**src/rtl/ple_pkg.sv**
```systemverilog
// ----------------------------------------------------------------------------
// ple_pkg
// Shared types, field widths and request codes of the positional list engine.
// ----------------------------------------------------------------------------
package ple_pkg;

    // Field widths of the request and response beats
    localparam int REQ_W  = 3;
    localparam int POS_W  = 9;
    localparam int VAL_W  = 32;
    localparam int FPOS_W = 8;
    localparam int LEN_W  = 9;

    // Default sizing
    localparam int DEF_CAPACITY    = 256;
    localparam int DEF_VALUE_WIDTH = 32;

    // Request codes
    typedef enum logic [REQ_W-1:0] {
        OP_APPEND = 3'd0,
        OP_INSERT = 3'd1,
        OP_SET    = 3'd2,
        OP_GET    = 3'd3,
        OP_REMOVE = 3'd4,
        OP_SEARCH = 3'd5
    } op_t;

    typedef struct packed {
        logic [REQ_W-1:0] req_type;
        logic [POS_W-1:0] position;
        logic [VAL_W-1:0] value;
    } ple_req_t;

    typedef struct packed {
        logic              ok;
        logic [VAL_W-1:0]  read_value;
        logic [FPOS_W-1:0] found_position;
        logic [LEN_W-1:0]  length;
    } ple_rsp_t;

endpackage

```
**src/rtl/positional_list_engine_unit.sv**
```systemverilog
// ----------------------------------------------------------------------------
// positional_list_engine_unit
// Ordered list of up to CAPACITY values held in a rotating ring of cells.
// ----------------------------------------------------------------------------
// Usage:
//   s_ channel carries one request beat (req_type, position, value); the
//   m_ channel returns exactly one response beat per request with ok,
//   read_value, found_position and the list length after the request.
//   The elements sit in a ring of CAPACITY cells plus one seam cell. Every
//   request rotates the whole ring once, CAPACITY+1 shifts, and the seam
//   logic rewrites the word stream as it passes: inject for append, insert
//   and set, tap for get, skip the seam cell for remove, compare for search.
//   A new request is taken only in the idle state, after the current one
//   has run its full rotation of the ring and its finish state has loaded
//   the response register.
//   s_ready is high only in the idle state, even while a response
//   waits for m_ready. A finished request that finds the output register
//   still full holds the ring and waits until the response is taken.
//   Reset empties the list (length zero) and drops any pending response;
//   cell contents are not cleared and are never read before being written.
// ----------------------------------------------------------------------------
module positional_list_engine_unit import ple_pkg::*; #(
    parameter int CAPACITY    = DEF_CAPACITY,
    parameter int VALUE_WIDTH = DEF_VALUE_WIDTH
) (
    input  logic     aclk,
    input  logic     aresetn,
    input  logic     s_valid,
    output logic     s_ready,
    input  ple_req_t s_data,
    output logic     m_valid,
    input  logic     m_ready,
    output ple_rsp_t m_data
);

    localparam int CW = $clog2(CAPACITY + 1);
    localparam int PW = (CW > POS_W) ? CW : POS_W;

    typedef enum logic [1:0] {
        ST_IDLE,
        ST_SWEEP,
        ST_FINISH
    } state_t;

    state_t                 state_reg;
    logic [CW-1:0]          step_reg;
    logic [CW-1:0]          count_reg;
    op_t                    op_reg;
    logic                   act_reg;
    logic [PW-1:0]          pos_reg;
    logic [VALUE_WIDTH-1:0] val_reg;
    logic [VALUE_WIDTH-1:0] carry_reg, carry_next;
    logic                   found_reg, found_next;
    logic [FPOS_W-1:0]      fpos_reg, fpos_next;
    logic [VAL_W-1:0]       rd_reg, rd_next;
    logic                   m_valid_reg;
    ple_rsp_t               m_data_reg;

    logic [VALUE_WIDTH-1:0] ring_q [CAPACITY];
    logic [VALUE_WIDTH-1:0] seam_q, seam_d, feed;
    logic                   shift_en, seam_en;
    logic [VALUE_WIDTH-1:0] head;

    logic                   accept, out_free, full, act_in;
    logic [PW-1:0]          pos_in, count_ext, step_ext;
    logic                   at_pos, past_pos, last_step;
    logic [CW-1:0]          count_new;
    logic                   ok_out;

    assign s_ready  = (state_reg == ST_IDLE);
    assign accept   = s_valid && s_ready;
    assign out_free = !m_valid_reg || m_ready;
    assign shift_en = (state_reg == ST_SWEEP);
    assign head     = ring_q[0];

    // Ring of element cells, shifting toward cell zero
    for (genvar i = 0; i < CAPACITY; i++) begin : g_ring
        logic [VALUE_WIDTH-1:0] cell_d;
        if (i == CAPACITY - 1) begin : g_tail
            assign cell_d = feed;
        end else begin : g_body
            assign cell_d = ring_q[i+1];
        end
        ple_cell #(.W(VALUE_WIDTH)) u_cell (
            .aclk (aclk),
            .en   (shift_en),
            .d    (cell_d),
            .q    (ring_q[i])
        );
    end

    // Seam cell closing the ring between cell zero and the tail
    ple_cell #(.W(VALUE_WIDTH)) u_seam (
        .aclk (aclk),
        .en   (seam_en),
        .d    (seam_d),
        .q    (seam_q)
    );

    // Admission check against the current length
    assign pos_in    = PW'(s_data.position);
    assign count_ext = PW'(count_reg);
    assign full      = (count_reg == CW'(CAPACITY));

    always_comb begin
        case (op_t'(s_data.req_type))
            OP_APPEND: act_in = !full;
            OP_INSERT: act_in = (pos_in <= count_ext) && !full;
            OP_SET:    act_in = (pos_in < count_ext);
            OP_GET:    act_in = (pos_in < count_ext);
            OP_REMOVE: act_in = (pos_in < count_ext);
            OP_SEARCH: act_in = 1'b1;
            default:   act_in = 1'b0;
        endcase
    end

    // Rewrite the word stream at the seam
    assign step_ext  = PW'(step_reg);
    assign at_pos    = (step_ext == pos_reg);
    assign past_pos  = (step_ext > pos_reg);
    assign last_step = (step_reg == CW'(CAPACITY));

    always_comb begin
        seam_d     = head;
        seam_en    = shift_en;
        feed       = seam_q;
        carry_next = carry_reg;
        found_next = found_reg;
        fpos_next  = fpos_reg;
        rd_next    = rd_reg;
        if (act_reg) begin
            case (op_reg)
                OP_APPEND: begin
                    if (step_reg == count_reg) begin
                        seam_d = val_reg;
                    end
                end
                OP_INSERT: begin
                    if (at_pos) begin
                        seam_d     = val_reg;
                        carry_next = head;
                    end else if (past_pos) begin
                        seam_d     = carry_reg;
                        carry_next = head;
                    end
                end
                OP_SET: begin
                    if (at_pos) begin
                        seam_d = val_reg;
                    end
                end
                OP_GET: begin
                    if (at_pos && shift_en) begin
                        rd_next = VAL_W'(head);
                    end
                end
                OP_REMOVE: begin
                    // bypass the seam cell so later words close up by one
                    if (past_pos) begin
                        feed    = head;
                        seam_en = 1'b0;
                    end
                end
                OP_SEARCH: begin
                    if (shift_en && !found_reg && (step_reg < count_reg)
                        && (head == val_reg)) begin
                        found_next = 1'b1;
                        fpos_next  = FPOS_W'(step_reg);
                    end
                end
                default: begin
                end
            endcase
        end
    end

    // Length and status after the request
    always_comb begin
        count_new = count_reg;
        if (act_reg && ((op_reg == OP_APPEND) || (op_reg == OP_INSERT))) begin
            count_new = count_reg + CW'(1);
        end else if (act_reg && (op_reg == OP_REMOVE)) begin
            count_new = count_reg - CW'(1);
        end
    end

    assign ok_out = (op_reg == OP_SEARCH) ? found_reg : act_reg;

    // Sequence the rotation and hold the response register
    always_ff @(posedge aclk) begin
        if (!aresetn) begin
            state_reg   <= ST_IDLE;
            step_reg    <= '0;
            count_reg   <= '0;
            act_reg     <= 1'b0;
            found_reg   <= 1'b0;
            m_valid_reg <= 1'b0;
        end else begin
            if (m_ready && (state_reg != ST_FINISH)) begin
                m_valid_reg <= 1'b0;
            end
            case (state_reg)
                ST_IDLE: begin
                    if (accept) begin
                        state_reg <= ST_SWEEP;
                        step_reg  <= '0;
                        act_reg   <= act_in;
                        found_reg <= 1'b0;
                    end
                end
                ST_SWEEP: begin
                    found_reg <= found_next;
                    if (last_step) begin
                        state_reg <= ST_FINISH;
                    end else begin
                        step_reg <= step_reg + CW'(1);
                    end
                end
                ST_FINISH: begin
                    if (out_free) begin
                        m_valid_reg               <= 1'b1;
                        m_data_reg.ok             <= ok_out;
                        m_data_reg.read_value     <= rd_reg;
                        m_data_reg.found_position <= fpos_reg;
                        m_data_reg.length         <= LEN_W'(count_new);
                        count_reg                 <= count_new;
                        state_reg                 <= ST_IDLE;
                    end
                end
                default: begin
                    state_reg <= ST_IDLE;
                end
            endcase
        end
    end

    // Capture the request and advance the seam datapath
    always_ff @(posedge aclk) begin
        if (accept) begin
            op_reg   <= op_t'(s_data.req_type);
            pos_reg  <= pos_in;
            val_reg  <= VALUE_WIDTH'(s_data.value);
            rd_reg   <= '0;
            fpos_reg <= '0;
        end else begin
            rd_reg   <= rd_next;
            fpos_reg <= fpos_next;
        end
        if (shift_en) begin
            carry_reg <= carry_next;
        end
    end

    assign m_valid = m_valid_reg;
    assign m_data  = m_data_reg;

endmodule

```
**src/rtl/ple_cell.sv**
```systemverilog
// ----------------------------------------------------------------------------
// ple_cell
// One storage cell of the element ring: loads its neighbor's word when enabled.
// ----------------------------------------------------------------------------
module ple_cell import ple_pkg::*; #(
    parameter int W = DEF_VALUE_WIDTH
) (
    input  logic         aclk,
    input  logic         en,
    input  logic [W-1:0] d,
    output logic [W-1:0] q
);

    logic [W-1:0] data_reg;

    // Take the neighbor's word on each shift, hold otherwise
    always_ff @(posedge aclk) begin
        if (en) begin
            data_reg <= d;
        end
    end

    assign q = data_reg;

endmodule

```
**config.mk**
```make
export PLATFORM = sky130hd
export DESIGN_NAME = positional_list_engine_unit
export DESIGN_NICKNAME = d
export VERILOG_FILES = /design/src/rtl/ple_pkg.sv /design/src/rtl/positional_list_engine_unit.sv /design/src/rtl/ple_cell.sv
export SDC_FILE = /design/constraint.sdc
export NUM_CORES = 2
export LEC_CHECK = 0
export ABC_AREA = 1
export BUFFER_PORTS_ARGS = -buffer_cell sky130_fd_sc_hd__clkbuf_2
export CORE_UTILIZATION = 30
export CTS_CLUSTER_SIZE = 16
export DETAILED_ROUTE_END_ITERATION = 7
export PLACE_DENSITY_LB_ADDON = 0.2
export SLEW_MARGIN = 20
export SYNTH_ARGS = -nofsm -noshare
export SYNTH_HDL_FRONTEND = slang
export SYNTH_SLANG_ARGS = --single-unit
```
**constraint.sdc**
```tcl
create_clock -name aclk -period 61.1 [get_ports aclk]
set_input_delay 9.165 -clock aclk [delete_from_list [all_inputs] [get_ports aclk]]
set_output_delay 9.165 -clock aclk [all_outputs]
set_load 0.02 [all_outputs]
```
==> impl_metrics.csv <==
group,metric,value,unit
outcome,status,"finished clean",
cells_and_area,final_area,300000,µm²
setup_path,crit_buf_inv,1,
place,place_area,273000,µm²
route,wl,373000,µm
route,vias,90200,
yosys,ys.flop_type,"edfxtp_1",
cts,post_cts_resized,0,
power_and_ir_drop,power.switching,2.49,mW
cts,clockBufferDepth,4,
yosys,yosysSeqAreaShare,97.8,%
global_routing,grt_max_degree,226,
place,portBuffers,99,
cts,cts_hold_buf,0,
route,ant_nets,0,
cts,cts_tree,"yes",
setup_path,critPathSlowestCell,"dfxtp_1",
setup_path,reg2reg_depth,14,
yosys,avgSynthCellArea,26.8,µm²
sta,period_share,18.1,%
sta,finalHoldViolCount,0,
die,fp-row-count,340,
die,fp.dieW,929,µm
power_and_ir_drop,power.density,40.6,nW/µm²
setup_path,worstPathArrival,1.90,ns
yosys,synth_nets,9710,
setup_path,r2r_start,"state_reg[0]",
route,wire_per_inst,16.4,µm
setup_path,required,51.93,ns
setup_path,worstPathMaxFanout,4,
setup_path,cp_top_family,"flip-flops",
yosys,synthArstFlopShare,0,%
cts,cts_root_buf,"clkbuf_16",
place,gp_congestion,0.743,
min_path,hold_path_class,"flip-flop to flip-flop",
power_and_ir_drop,ir_drop,0.0293,mV
sta,worst_pin_slew,1.15,ns
yosys,yosysWarnings,0,
route,wl_met2,154000,µm
cells_and_area,final_nets,10700,
place,dp_cells,21200,
yosys,synth_seq_cells,8413,
cells_and_area,finalNonFillerCells,22800,
min_path,min_to,"g_ring[58].u_cell.q[17]",
cells_and_area,layout-drive-gt1-share,12.4,%
yosys,yosysTopAreaCell,"edfxtp_1",
sta,rsz0062_at_grt,"no",
cells_and_area,nFillCells,78000,
power_and_ir_drop,p_seq_share,58.0,%
setup_path,max_stage_delay,0.35,ns
setup_path,r2r_end,"g_ring[123].u_cell.q[22]",
route,drt-met1-wl,186000,µm
sta,max_freq,90.4,MHz
cts,cts.sink_count,8413,
yosys,synth-edff-count,8350,
power_and_ir_drop,p_clk_share,39.7,%
sta,max_slew_margin,23.0,%
power_and_ir_drop,p_comb_share,2.3,%
die,die_area,863000,µm²
global_routing,antenna_found_initial,15,
setup_path,crit_path_end_kind,"output port",
run,drv_cap,0,
power_and_ir_drop,netSwitchingFraction,20.5,%
sta,fin_tns_setup,0,ns
min_path,hold_start,"g_ring[59].u_cell.q[17]",
cts,cts_max_level,6,
sta,final_max_slew_viol_count,0,
setup_path,crit_chain,"nor2_1 -> clkbuf_2",
global_routing,grt_pass1_vias,91500,
global_routing,gr-total-overflow,0,
yosys,synth.distinct_cells,38,
route,drtIter0Drc,8888,
power_and_ir_drop,power.leakage,95.3,nW
power_and_ir_drop,internal_power,9.67,mW
setup_path,worst-r2r-setup-slack,51.26,ns
route,drt_first_pass_iters,8,
cells_and_area,largest_register_ffs,8192,
die,dieHeight,929,µm
yosys,synth.top_cell.area_share,97.3,%
route,highest_layer,"met5",
setup_path,critical_path_class,"flip-flop to output port",
cells_and_area,area.growth.synth_to_final,16.2,%
sta,finalSetupViolations,0,
route,drc,0,
die,ios,100,
yosys,synth_area,258000,µm²
cells_and_area,utilization,35.0,%
place,dp_hpwl,174000,µm
route,wl_met3,20400,µm
cts,postCtsSetupBuffers,0,
min_path,hold_path_depth,0,
die,core_area,857000,µm²
setup_path,cp-start-kind,"flip-flop",
sta,fin_skew,0.0769,ns
yosys,postSynthCellCount,9631,
cts,cts_buffers,819,
sta,post-route-min-period,11.06,ns
yosys,synthTopCellsByArea,"edfxtp_1 97%, dfxtp_1 0.49%, nand2_1 0.43%, nand3_1 0.37%, a21oi_1 0.24%",
die,start_util,30.1,%
cts,clkLatencyLatePin,1.13,ns
cts,cts.clk_slew.worst_paths,0.06,ns
sta,whs,0.358,ns
global_routing,grt_use_total,8.46,%
route,viasPerCell,3.96,
global_routing,grt_pass1_wl,581000,µm
-- power groups by stage --
stage / registers, mW / logic, mW / clock network (mW)
after floorplan: 7.93 / 0.188 / 0
after global placement: 7.17 / 0.270 / 0
after detailed placement: 7.16 / 0.288 / 0
after CTS: 7.07 / 0.286 / 5.04
after global routing: 7.10 / 0.314 / 5.24
final: 7.05 / 0.281 / 4.83
-- how the worst max path moves through the flow --
stage / startpoint / endpoint / slack [ns] / cells past startpoint
after floorplan: state_reg[0] / step_ext[8] / 16.52 / 7
after global placement: aresetn / m_data[18] / 49.52 / 4
after detailed placement: aresetn / m_data[18] / 49.36 / 4
after CTS: state_reg[1] / s_ready / 49.87 / 2
after global routing: state_reg[1] / s_ready / 49.88 / 2
final: state_reg[1] / s_ready / 50.04 / 2
-- cells in the final DEF (no fill, tap or decap), types with 6 or more instances in the layout --
cell type / Yosys / layout
inv_6: 0 / 10
clkbuf_1: 37 / 192
clkinv_16: 0 / 25
clkbuf_2: 1 / 99
o21ai_0: 77 / 77
nor2_1: 135 / 132
buf_12: 0 / 12
bufinv_16: 0 / 55
clkbuf_16: 0 / 826
nand2_1: 298 / 297
nor2_2: 33 / 34
ha_1: 31 / 31
nand4_1: 6 / 6
diode_2: 0 / 11
a21oi_1: 126 / 126
dfxtp_1: 63 / 62
nor3_1: 7 / 6
clkinvlp_4: 0 / 23
buf_6: 6 / 8
inv_16: 0 / 6
clkinv_8: 0 / 16
xor2_2: 0 / 6
clkinv_1: 1 / 209
edfxtp_1: 8350 / 8350
clkinv_2: 0 / 134
buf_4: 1 / 103
nand2_2: 5 / 6
clkinv_4: 0 / 8
inv_1: 167 / 166
o21ai_1: 40 / 40
nand3_1: 189 / 188
-- synthesized netlist by cell type, drive strengths merged (3+ instances only) --
| cell | instances |
|---|---|
| xor2 | 6 |
| inv | 171 |
| o22ai | 5 |
| nor3 | 7 |
| nor2 | 170 |
| xnor2 | 3 |
| clkbuf | 38 |
| buf | 32 |
| a21oi | 126 |
| nand4 | 6 |
| edfxtp | 8350 |
| or2 | 3 |
| nand2 | 303 |
| ha | 31 |
| dfxtp | 63 |
| nand3 | 190 |
| o21ai | 118 |
-- per-layer routing --
layer	GRT usage (%)	vias to the layer above
li1	-	40400
met1	13.4	46800
met2	11.4	2032
met3	1.82	904
met4	2.92	2
met5	0	-
-- stage by stage --
step	setup WS, ns	total power [mW]
after floorplan	16.52	8.12
after global placement	49.52	7.44
after detailed placement	49.36	7.45
after CTS	49.87	12.4
after global routing	49.88	12.7
final	50.04	12.2
-- cell type report --
cell class / instances / area (µm²) / area share, %
multi-input combinational: 976 / 4800 / 1.60
sequential: 8413 / 252000 / 84.1
inverter: 172 / 646 / 0.216
antenna: 11 / 27.5 / 0.00919
timing repair buffer: 227 / 1740 / 0.580
clock inverter: 487 / 4590 / 1.53
tap: 11500 / 14300 / 4.79
clock buffer: 1018 / 21400 / 7.14
-- kinds of logic (layout without fill, tap and decap cells) --
| family | Yosys count | after routing | share of synthesized area (%) |
|---|---|---|---|
| DFF | 8413 | 8413 | 97.8 |
| and+or+nand+nor | 681 | 681 | 1.14 |
| AOI/OAI and AO/OA | 255 | 255 | 0.506 |
| buffers and inverters | 242 | 1904 | 0.383 |
| adders and majority gates | 31 | 31 | 0.151 |
| xor gates and xnor gates | 9 | 9 | 0.0306 |
| other | 0 | 11 | 0 |
(Power assumes the default switching activity.)
